===== src/loop_event_recorder_player_macros.svh =====
// Assertion macros for loop_event_recorder_player.
// The clock is clk and the synchronous reset is rst in every module that uses them.
`ifndef LOOP_EVENT_RECORDER_PLAYER_MACROS_SVH
`define LOOP_EVENT_RECORDER_PLAYER_MACROS_SVH

`ifndef ASSERT_OFF
`define ASSERT_ALWAYS(label, cond) \
  label: assert property (@(posedge clk) disable iff (rst) (cond)) \
    else $error("assertion failed");
`define ASSERT_IMPLIES(label, ante, cons) \
  label: assert property (@(posedge clk) disable iff (rst) (ante) |-> (cons)) \
    else $error("assertion failed");
`else
`define ASSERT_ALWAYS(label, cond)
`define ASSERT_IMPLIES(label, ante, cons)
`endif

`endif


===== src/lerp_pkg.sv =====
`timescale 1ns / 1ps
package lerp_pkg;

  localparam int MAX_NOTES = 64;
  localparam int TIME_BITS = 32;
  localparam int IDX_BITS  = (MAX_NOTES > 1) ? $clog2(MAX_NOTES) : 1;
  localparam int CNT_BITS  = $clog2(MAX_NOTES + 1);

  typedef enum logic [1:0] {
    REQ_TICK   = 2'd0,
    REQ_KEY    = 2'd1,
    REQ_RECORD = 2'd2,
    REQ_PLAY   = 2'd3
  } req_code_t;

  typedef struct packed {
    logic [1:0]  req_type;
    logic [7:0]  key_code;
    logic [15:0] pitch_value;
  } req_t;

  typedef struct packed {
    logic [7:0]  note_key;
    logic [15:0] note_pitch;
    logic        last_note;
  } rsp_t;

  // One stored note as it sits in the note memory.
  typedef struct packed {
    logic [7:0]           key;
    logic [15:0]          pitch;
    logic [TIME_BITS-1:0] stamp;
  } note_t;

  localparam int NOTE_BITS = $bits(note_t);

endpackage


===== src/lerp_ram.sv =====
`timescale 1ns / 1ps
module lerp_ram #(
  parameter int WIDTH = 8,
  parameter int DEPTH = 16,
  parameter int ADDR_W = (DEPTH > 1) ? $clog2(DEPTH) : 1
) (
  input  logic              clk,
  input  logic              we,
  input  logic [ADDR_W-1:0] waddr,
  input  logic [WIDTH-1:0]  wdata,
  input  logic              re,
  input  logic [ADDR_W-1:0] raddr,
  output logic [WIDTH-1:0]  rdata
);

  logic [WIDTH-1:0] mem [DEPTH];

  always_ff @(posedge clk) begin
    if (we) begin
      mem[waddr] <= wdata;
    end
    if (re) begin
      rdata <= mem[raddr];
    end
  end

endmodule


===== src/lerp_cmp.sv =====
`timescale 1ns / 1ps
module lerp_cmp import lerp_pkg::*; (
  input  logic [TIME_BITS:0] lhs,
  input  logic [TIME_BITS:0] rhs,
  output logic               le
);

  // Unsigned less-or-equal, one guard bit wider than a time stamp.
  assign le = (lhs <= rhs);

endmodule


===== src/loop_event_recorder_player.sv =====
// A tick with playback running first updates the loop position in WRAP (skipped on the
// first tick of a playback), then reads each stored note in SCAN and tests it in CHK, and
// ends when no note is left or a note is found not yet due; other requests finish in IDLE.
// Throughput: one request at a time; busy stays high while a tick walks its notes.
// Each result is registered from its decision and cannot be stalled.
// Reset (rst, synchronous, active high) clears the control state, not the note memory.
`timescale 1ns / 1ps
`include "loop_event_recorder_player_macros.svh"
module loop_event_recorder_player import lerp_pkg::*; (
  input  logic clk,
  input  logic rst,
  input  logic start,
  output logic busy,
  input  req_t request,
  output logic result_valid,
  output rsp_t result
);

  // The sequencer walks the due notes of one tick through a single compare unit.
  // WRAP uses it to test the advanced loop position against the loop length;
  // CHK uses it to test a note stamp against the loop position.
  typedef enum logic [1:0] {
    IDLE,
    WRAP,
    SCAN,
    CHK
  } state_t;

  state_t state;

  logic                 is_recording;
  logic                 is_playing;
  logic                 play_fresh;
  logic [TIME_BITS-1:0] record_clock;
  logic [TIME_BITS-1:0] loop_length;
  logic [TIME_BITS-1:0] play_position;
  logic [CNT_BITS-1:0]  next_note;
  logic [CNT_BITS-1:0]  note_count;

  // A due note is held back one step so that the last one of a tick can be marked.
  logic  have_pend;
  note_t pend;

  logic      accept;
  req_code_t code;
  logic      store_key;
  note_t     wr_note;
  note_t     rd_note;
  logic      rd_en;
  logic [NOTE_BITS-1:0] rd_word;

  logic [TIME_BITS:0] pos_inc;
  logic [TIME_BITS:0] cmp_lhs;
  logic [TIME_BITS:0] cmp_rhs;
  logic               cmp_le;
  logic               more_notes;

  assign busy   = (state != IDLE);
  assign accept = start && !busy;
  assign code   = req_code_t'(request.req_type);

  assign store_key = accept && (code == REQ_KEY) && is_recording
                     && (note_count < CNT_BITS'(MAX_NOTES));

  assign wr_note.key   = request.key_code;
  assign wr_note.pitch = request.pitch_value;
  assign wr_note.stamp = record_clock;

  assign more_notes = (next_note < note_count);
  assign rd_en      = (state == SCAN) && more_notes;
  assign rd_note    = note_t'(rd_word);

  // The memory takes notes in recording order; playback reads them in the same order.
  lerp_ram #(
    .WIDTH (NOTE_BITS),
    .DEPTH (MAX_NOTES)
  ) u_notes (
    .clk   (clk),
    .we    (store_key),
    .waddr (note_count[IDX_BITS-1:0]),
    .wdata (wr_note),
    .re    (rd_en),
    .raddr (next_note[IDX_BITS-1:0]),
    .rdata (rd_word)
  );

  // The guard bit keeps the advanced position from overflowing at the top of the range.
  assign pos_inc = {1'b0, play_position} + (TIME_BITS + 1)'(1);

  always_comb begin
    if (state == WRAP) begin
      cmp_lhs = {1'b0, loop_length};
      cmp_rhs = pos_inc;
    end else begin
      cmp_lhs = {1'b0, rd_note.stamp};
      cmp_rhs = {1'b0, play_position};
    end
  end

  lerp_cmp u_cmp (
    .lhs (cmp_lhs),
    .rhs (cmp_rhs),
    .le  (cmp_le)
  );

  always_ff @(posedge clk) begin
    if (rst) begin
      state         <= IDLE;
      is_recording  <= 1'b0;
      is_playing    <= 1'b0;
      play_fresh    <= 1'b0;
      record_clock  <= '0;
      loop_length   <= '0;
      play_position <= '0;
      next_note     <= '0;
      note_count    <= '0;
      have_pend     <= 1'b0;
      result_valid  <= 1'b0;
    end else begin
      result_valid <= 1'b0;
      case (state)
        IDLE: begin
          if (accept) begin
            case (code)
              REQ_TICK: begin
                // The record clock counts ticks and saturates at its maximum.
                if (is_recording && (record_clock != '1)) begin
                  record_clock <= record_clock + TIME_BITS'(1);
                end
                // Playback with no loop length set does nothing at all.
                if (is_playing && (loop_length != '0)) begin
                  have_pend <= 1'b0;
                  if (play_fresh) begin
                    // The first tick of a playback stays at position zero.
                    play_fresh <= 1'b0;
                    state      <= SCAN;
                  end else begin
                    state <= WRAP;
                  end
                end
              end
              REQ_KEY: begin
                if (store_key) begin
                  note_count <= note_count + CNT_BITS'(1);
                end
              end
              REQ_RECORD: begin
                if (is_recording) begin
                  // Stopping a recording fixes the loop length and toggles playback.
                  loop_length  <= record_clock;
                  is_recording <= 1'b0;
                  next_note    <= '0;
                  if (is_playing) begin
                    is_playing <= 1'b0;
                    play_fresh <= 1'b0;
                  end else begin
                    is_playing    <= 1'b1;
                    play_fresh    <= 1'b1;
                    play_position <= '0;
                  end
                end else begin
                  record_clock <= '0;
                  loop_length  <= '0;
                  note_count   <= '0;
                  is_recording <= 1'b1;
                end
              end
              REQ_PLAY: begin
                next_note <= '0;
                if (is_playing) begin
                  is_playing <= 1'b0;
                  play_fresh <= 1'b0;
                end else begin
                  is_playing    <= 1'b1;
                  play_fresh    <= 1'b1;
                  play_position <= '0;
                end
              end
              default: begin
              end
            endcase
          end
        end
        WRAP: begin
          // Reaching the loop length wraps the position and restarts the note walk.
          if (cmp_le) begin
            play_position <= '0;
            next_note     <= '0;
          end else begin
            play_position <= pos_inc[TIME_BITS-1:0];
          end
          state <= SCAN;
        end
        SCAN: begin
          if (more_notes) begin
            state <= CHK;
          end else begin
            if (have_pend) begin
              result_valid     <= 1'b1;
              result.note_key   <= pend.key;
              result.note_pitch <= pend.pitch;
              result.last_note  <= 1'b1;
            end
            have_pend <= 1'b0;
            state     <= IDLE;
          end
        end
        CHK: begin
          if (cmp_le) begin
            // This note is due, so the one held before it is not the last.
            if (have_pend) begin
              result_valid     <= 1'b1;
              result.note_key   <= pend.key;
              result.note_pitch <= pend.pitch;
              result.last_note  <= 1'b0;
            end
            pend      <= rd_note;
            have_pend <= 1'b1;
            next_note <= next_note + CNT_BITS'(1);
            state     <= SCAN;
          end else begin
            if (have_pend) begin
              result_valid     <= 1'b1;
              result.note_key   <= pend.key;
              result.note_pitch <= pend.pitch;
              result.last_note  <= 1'b1;
            end
            have_pend <= 1'b0;
            state     <= IDLE;
          end
        end
        default: begin
          state <= IDLE;
        end
      endcase
    end
  end

  // A result only ever follows a cycle in which a tick was being walked.
  `ASSERT_IMPLIES(a_result_after_busy, result_valid, $past(busy))
  // The sequencer only runs while playback is on.
  `ASSERT_IMPLIES(a_busy_needs_play, busy, is_playing)
  // A note check always follows the read issued in the scan step.
  `ASSERT_IMPLIES(a_chk_after_scan, state == CHK, $past(state) == SCAN && $past(more_notes))
  // With a loop length set, the loop position stays inside the loop.
  `ASSERT_IMPLIES(a_pos_in_loop, is_playing && (loop_length != '0),
                  play_position < loop_length)

endmodule

===== config.mk =====
export PLATFORM = sky130hd
export DESIGN_NAME = loop_event_recorder_player
export DESIGN_NICKNAME = d
export VERILOG_FILES = /design/src/lerp_pkg.sv /design/src/lerp_ram.sv /design/src/lerp_cmp.sv /design/src/loop_event_recorder_player.sv
export VERILOG_INCLUDE_DIRS = /design/src /design/src/src
export SDC_FILE = /design/constraint.sdc
export NUM_CORES = 2
export LEC_CHECK = 0
export BUFFER_PORTS_ARGS = -buffer_cell sky130_fd_sc_hd__buf_2
export CAP_MARGIN = 20
export CORE_MARGIN = 5
export CORE_UTILIZATION = 45
export CTS_BUF_LIST = sky130_fd_sc_hd__clkbuf_2 sky130_fd_sc_hd__clkbuf_4 sky130_fd_sc_hd__clkbuf_8
export DETAILED_ROUTE_END_ITERATION = 7
export PLACE_DENSITY = 0.7
export SLEW_MARGIN = 20
export SYNTH_ARGS = -nofsm -noshare
export SYNTH_HDL_FRONTEND = slang
export SYNTH_SLANG_ARGS = --single-unit
export TNS_END_PERCENT = 50

===== constraint.sdc =====
create_clock -name clk -period 8.3 [get_ports clk]
set_input_delay 1.245 -clock clk [delete_from_list [all_inputs] [get_ports clk]]
set_output_delay 1.245 -clock clk [all_outputs]
set_load 0.02 [all_outputs]

---- After elaboration in Yosys (flattened, before gate mapping) ----
Memories as Yosys holds them, arrays and structs flattened. A register that Yosys moved wholly into a read port is not among the register bits.
Cells that the tools add are included.
cells by class
  order comparisons ....................... 3
  muxes and demuxes ....................... 48
  multiply operators ...................... 0
  reductions and logical operators ........ 31
  shifts and indexed selects .............. 0
  $add $sub $neg .......................... 4
  equality and inequality tests ........... 21
  divide/modulo/power cells ............... 0
  bitwise gates (word level) .............. 1
operators by type and width
  cell                                            number
  two-way mux 32 bit                              7
  one-hot mux 32 bit (2 select lines)             3
  two-way mux 25 bit                              4
  one-hot mux 25 bit (2 select lines)             1
  two-way mux 7 bit                               6
  adder 32 x 1 -> 33 bit (second input constant)  1
  <= comparator 32 x 33 -> 1 bit                  1
  two-way mux 33 bit                              1
  adder 32 x 1 -> 32 bit (second input constant)  1
  inequality test 32 bit (second input constant)  1
  nonzero test 32 bit                             1
  one-hot mux 7 bit (2 select lines)              2
  one-hot mux 7 bit (3 select lines)              1
  inequality test 2 bit (second input constant)   10
  AND reduction 4 bit                             4
  AND reduction 5 bit                             3
  adder 7 x 1 -> 7 bit (second input constant)    2
  two-way mux 1 bit                               12
  two-way mux 2 bit                               6
  nonzero test 2 bit                              6
  AND reduction 3 bit                             3
  nonzero test 3 bit                              3
  == test 2 bit (second input constant)           4
  one-hot mux 2 bit (4 select lines)              1
  other kinds (13)                                24
word-level totals
  register bits after elaboration ......... 166
  input port bits ......................... 29
  output and inout port bits .............. 27
  memories kept ........................... 1
  bits in read-only memories .............. 0
  word-level logic and storage cells ...... 125
  latch bits .............................. 0
  memory bits (writable) .................. 3584
memory list
  name         depth  bits a word  read ports  clocked after memory_dff  write ports  RTL line        RTL
  u_notes.mem  64     56           1           1                         1            lerp_ram.sv:16  logic [WIDTH-1:0] mem [DEPTH];

---- Longest topological paths before layout ----
  depth in word-level cells ............... 8
  mapped depth ............................ 18
  gate-level depth less buffers ........... 15

---- Cells and area by module ----
From an unflattened synthesis, not the netlist that was laid out.
second synthesis, totals
  cells, all modules ...................... 6913
  area total of the unflattened synthesis .. 146623.1 µm²
by module, submodules not included
  module                      sequential area each (µm²)  times used  area each (µm²)  cells each
  lerp_ram                    109304.8                    1           137057.7         5750
  loop_event_recorder_player  3813.7                      1           8742.1           1043
  lerp_cmp                    0.0                         1           823.3            120

---- Worst setup path before layout ----
No wires, ideal clock.
  kind .................................... flip-flop to flip-flop
  start point ............................. register play_position[0]
  end point ............................... register result[0] (netlist bit) (enable)
  setup slack ............................. 2911 ps
  buffers on the path ..................... 1
  period minus slack after synthesis ...... 5389 ps
  library setup time ...................... 446 ps
  data required time ...................... 7854 ps
  arrival time ............................ 4944 ps
  stages on the path, launching flop included .. 17
  path through ............................ dfxtp_1 ha_1 nand2_1 or3_1 buf_2 or3_1 or3_1 nor2_1 xnor2_1 ha_1 nand4_1 nor2_1 nand3_1 a21oi_1 or3_1 a21oi_2 a21boi_0
between the ends
  cells in the longest elaborated chain, start to end .. 5
RTL lines
  item                                      RTL line                           RTL
  start: declaration                        loop_event_recorder_player.sv:36   logic [TIME_BITS-1:0] play_position;
  start signal: assignment                  loop_event_recorder_player.sv:190  play_position <= pos_inc[TIME_BITS-1:0];
  adder 32 x 1 -> 33 bit                    loop_event_recorder_player.sv:88   assign pos_inc = {1'b0, play_position} + (TIME_BITS + 1)'(1);
  two-way mux 33 bit *                      loop_event_recorder_player.sv:91   if (state == WRAP) begin
  <= comparator 32 x 33 -> 1 bit *          lerp_cmp.sv:9                      assign le = (lhs <= rhs);
  inequality test 3 bit (no source line) *  --
  AND reduction 4 bit (no source line) *    --
  end: declaration                          loop_event_recorder_player.sv:16   output rsp_t result
Mark *: on every way between the ends. The rest lies on a longest branch, timed or not.
A chain may end at the register's enable or synchronous reset.

---- Worst setup path in the final report ----
  start point ............................. register play_position[6]
  end point ............................... register result[19] (netlist bit) (enable)
The elaborated chain is that of the path after synthesis.

==> results.md <==
* Layout cells sized above 1 at 33.9%
* PwrDens at roughly 220 nW/um^2
* Main combinational cell family by area after synthesis: multiplexers
* Die Area at between 300000 and 400000 um^2
* Seq/Total Area, Yosys at around 77%
* Crit Reg-Reg Startpoint: play_position[6]$_SDFFE_PP0P_
* Leakage at about 50 nW
* Clock sink count at approximately 3800
* Die H at a little under 600 um
* HP Start: rst
* # fillers at about 25000
* Mean Syn Cell Area at 23.0 um^2
* Switching Fraction at roughly 20%
* CTS Buf Count at 596
* Final worst path period need at slightly below 6 ns
* Vias per inst at approximately 6.3
* Starting Density at 45.1%
* Fin. Hold Viols at 0
* Setup Buffers After CTS at 0
* CTS H-tree depth at 6
* Finished Layout Cells at roughly 12000
* Critical path's top delay family: simple AND/OR/NAND/NOR gates
* Post-Synth Adder-Cell Area at 0.357%
* Crit path launch: play_position[6]$_SDFFE_PP0P_
* Cell Chain, Critical Path: nand4_2 > or3_1 > or3_1 > or3_1 > nor2_1 > xnor2_1 > ha_1 > nand4_1 > nor2_1 > a211o_1 > a21o_1 > or3_1 > buf_4 > a21oi_4 > a21boi_2 > buf_4
* Cts hold-fix bufs at 0
* Post-Synth Simple-Gate Area at 2.17%
* GRT Total Usage at between 20% and 30%
* Initial antenna violation count at 21
* First-pass GRT wire length at ~550 mm
* Worst path bufs/invs at 2
* Most numerous cell in the Yosys netlist: edfxtp_1
* Yosys top cell by area: edfxtp_1
* Pins Over Slew Limit at 0
* Final WL at between 300 and 400 mm
* Final RePlAce weighted congestion at between 0.8 and 0.9
* Vias in the first global route at around 73000
* Fmax at around 0.17 GHz
* CP arrival at roughly 6.7 ns
* Reg power frac at 57.7%
* Drt wl/cell at between 30 and 40 um
* Mux share of post-synthesis cell area at 18.0%
* Final Cell Area at between 150000 and 200000 um^2
* IO Port Bufs at 55
* Number of core rows at 210
* Final nets at roughly 7000
* Clock share of power at between 40% and 50%
* Compound-Gate Fraction of Synth Area at under 10%
* Relative slew margins at 15.1%
* Post-Synthesis Cells at roughly 6400
* Yosys warnings at 0
* RSZ-0062 raised after global routing: no
* Worst VDD drop at approximately 0.16 mV
* Clock Skews at ~0.070 ns
* Most common flop cell mapped by yosys: edfxtp_1
* Worst setup EP type: register
* Worst skew pair latency at 1.19 ns
* Most frequent CP cell: or3_1
* Commonest cells post-synth: edfxtp_1, mux4_2, nand2_1
* Largest net degree at the start of global routing at 149
* Final setup fails at 0
* Hold Crit Class: input port to register
* Clock transition at the registers of the reported paths at roughly 0.070 ns
* Global route overflow at 0
* Critical path required time at 9.19 ns
* Slowest stage cell on the critical path: a21oi_4
* Yosys reg bits at approximately 3800
* Ys async rst share at 0%
* PnR Total Power at ~0.036 W
* Worst path max stage delay at around 0.7 ns
* Net count after synthesis at approximately 6500
* Fin crit share at 69.9%
* Total number of vias at ~73000
* Combinational share of power at less than 1%
* Total Neg Setup Slack at 0 ns
* Outcome: completed
* Post-Synthesis Cell Area at ~150000 um^2
* TritonCTS clock tree: built
* DP Area at between 150000 and 200000 um^2
* Top post-synthesis cells by area: edfxtp_1, mux4_2, dfxtp_1
* Cts repair resizes at 0
* Post-synth EDFFs at ~3700
* Startpoint types: register
* Share of the synthesized area in the top cell type at 75.3%
* Die width at ~580 um
* Crit Path Max Fanout at 27
* XOR/XNOR Fraction of Synth Area at less than 1%
* Worst-margin pin slew at about 1.3 ns
* Netlist cell types at between 70 and 80
* Drt first-iter violations at 11300
* Maxcap violations at 0
* Placed Instances at roughly 11000
* P_int at 0.0288 W
* # DRC at 0
* CP Class: register to register
* Switch Pwr at ~0.0074 W
* Root buffer cell: clkbuf_8
* CORE AREA at between 300000 and 400000 um^2
* Area grow syn2layout at 12.3%
* Clock buffer depth at 4
* Post-DP HPWL at between 200 and 250 mm
* Pre-antenna DRT Iters at 7
* I/O Pins at 56
* Routed Antenna Nets at 0
==> per-stage QoR <==
step	utilization [%]	worst slack, ns	hold slack (ns)
2_1_floorplan	-	2.91	0.400
4_1_cts	50.6	2.50	0.276
5_1_grt	50.6	2.15	0.325
3_3_place_gp	47.1	2.54	0.406
6_report	50.6	2.50	0.381
3_5_place_dp	47.1	2.58	0.405
==> worst paths after layout <==
| check | slack, ns | to | depth (start not counted) |
|---|---|---|---|
| setup reg to reg | 2.50 | result[19]$_DFFE_PP_ | 16 |
| hold / removal | 0.38 | play_position[26]$_SDFFE_PP0P_ | 2 |
| setup / recovery | 2.50 | result[19]$_DFFE_PP_ | 16 |
| hold reg to reg | 0.41 | pend[40]$_DFFE_PP_ | 0 |
==> cell families (layout without fill, tap and decap cells) <==
family / count (synthesis) / count (layout)
AO/OA/AOI/OAI: 257 / 257
XOR/XNOR: 39 / 39
adder cells (fa/ha/maj): 42 / 42
buffers and inverters: 383 / 1323
flip-flops: 3806 / 3806
multiplexers: 1183 / 1183
other: 0 / 13
AND/OR/NAND/NOR: 683 / 683
==> sequential cells by signal (all words and copies together), names as in the netlist <==
name / count
have_pend: 1
is_playing: 1
is_recording: 1
loop_length: 32
next_note: 7
note_count: 7
pend: 24
play_fresh: 1
play_position: 32
record_clock: 32
result: 25
result_valid: 1
state: 2
u_notes.mem: 3584
u_notes.rdata: 56
==> cell type report <==
type	count	area, um^2	area share (%)
timing repair buffer	259	2290	1.39
clock inverter	234	1380	0.834
antenna	13	32.5	0.0197
tap	4346	5440	3.29
clock buffer	812	9930	6.01
inverter	18	67.6	0.0409
sequential	3806	113000	68.5
multi-input combinational	2204	32900	19.9
==> per-layer routing <==
layer  GRT usage [%]  routed length [um]  vias to the layer above
li1                -                   -                    28500
met1            31.1              143000                    39000
met2            35.8              186000                     4910
met3            4.98               43500                      695
met4            7.25               13100                        6
met5               0                  46                        -
==> power by group through the flow <==
stage	combinational [W]	sequential [W]	clock (W)
5_1_grt	0.000201	0.0209	0.0163
3_3_place_gp	0.000171	0.0213	0
6_report	0.000187	0.0209	0.0151
4_1_cts	0.000183	0.0209	0.0154
2_1_floorplan	0.0000438	0.0213	0
3_5_place_dp	0.000183	0.0213	0
==> placed cells by master (no fill, tap or decap), types with 19 or more instances in the layout <==
cell	Yosys	routed
nor4_1	19	19
nor3_1	44	42
dfxtp_1	117	78
edfxtp_1	3689	3689
o211ai_1	26	26
nand2_1	255	255
clkbuf_8	0	613
clkbuf_4	0	199
buf_4	1	175
xnor2_1	31	31
o2111ai_1	27	27
clkinv_2	0	54
buf_12	0	31
nor2_1	156	91
mux4_2	1176	1176
o21ai_0	32	32
a21oi_1	79	78
dfxtp_2	0	33
nor2_4	0	64
buf_2	107	46
clkinv_1	1	126
nand3_1	73	73
nand4_1	39	39
ha_1	42	42
==> worst reg2reg max path, delay by kind of cell (launching register included) <==
| family | cells | cell delay, ns |
|---|---|---|
| compound gates | 4 | 1.60 |
| xor+xnor | 1 | 0.21 |
| fa+ha+maj | 1 | 0.30 |
| buf+inv | 2 | 0.56 |
| flops | 1 | 0.47 |
| simple gates | 8 | 2.38 |
Note: power is estimated with default switching activity, not from simulation.
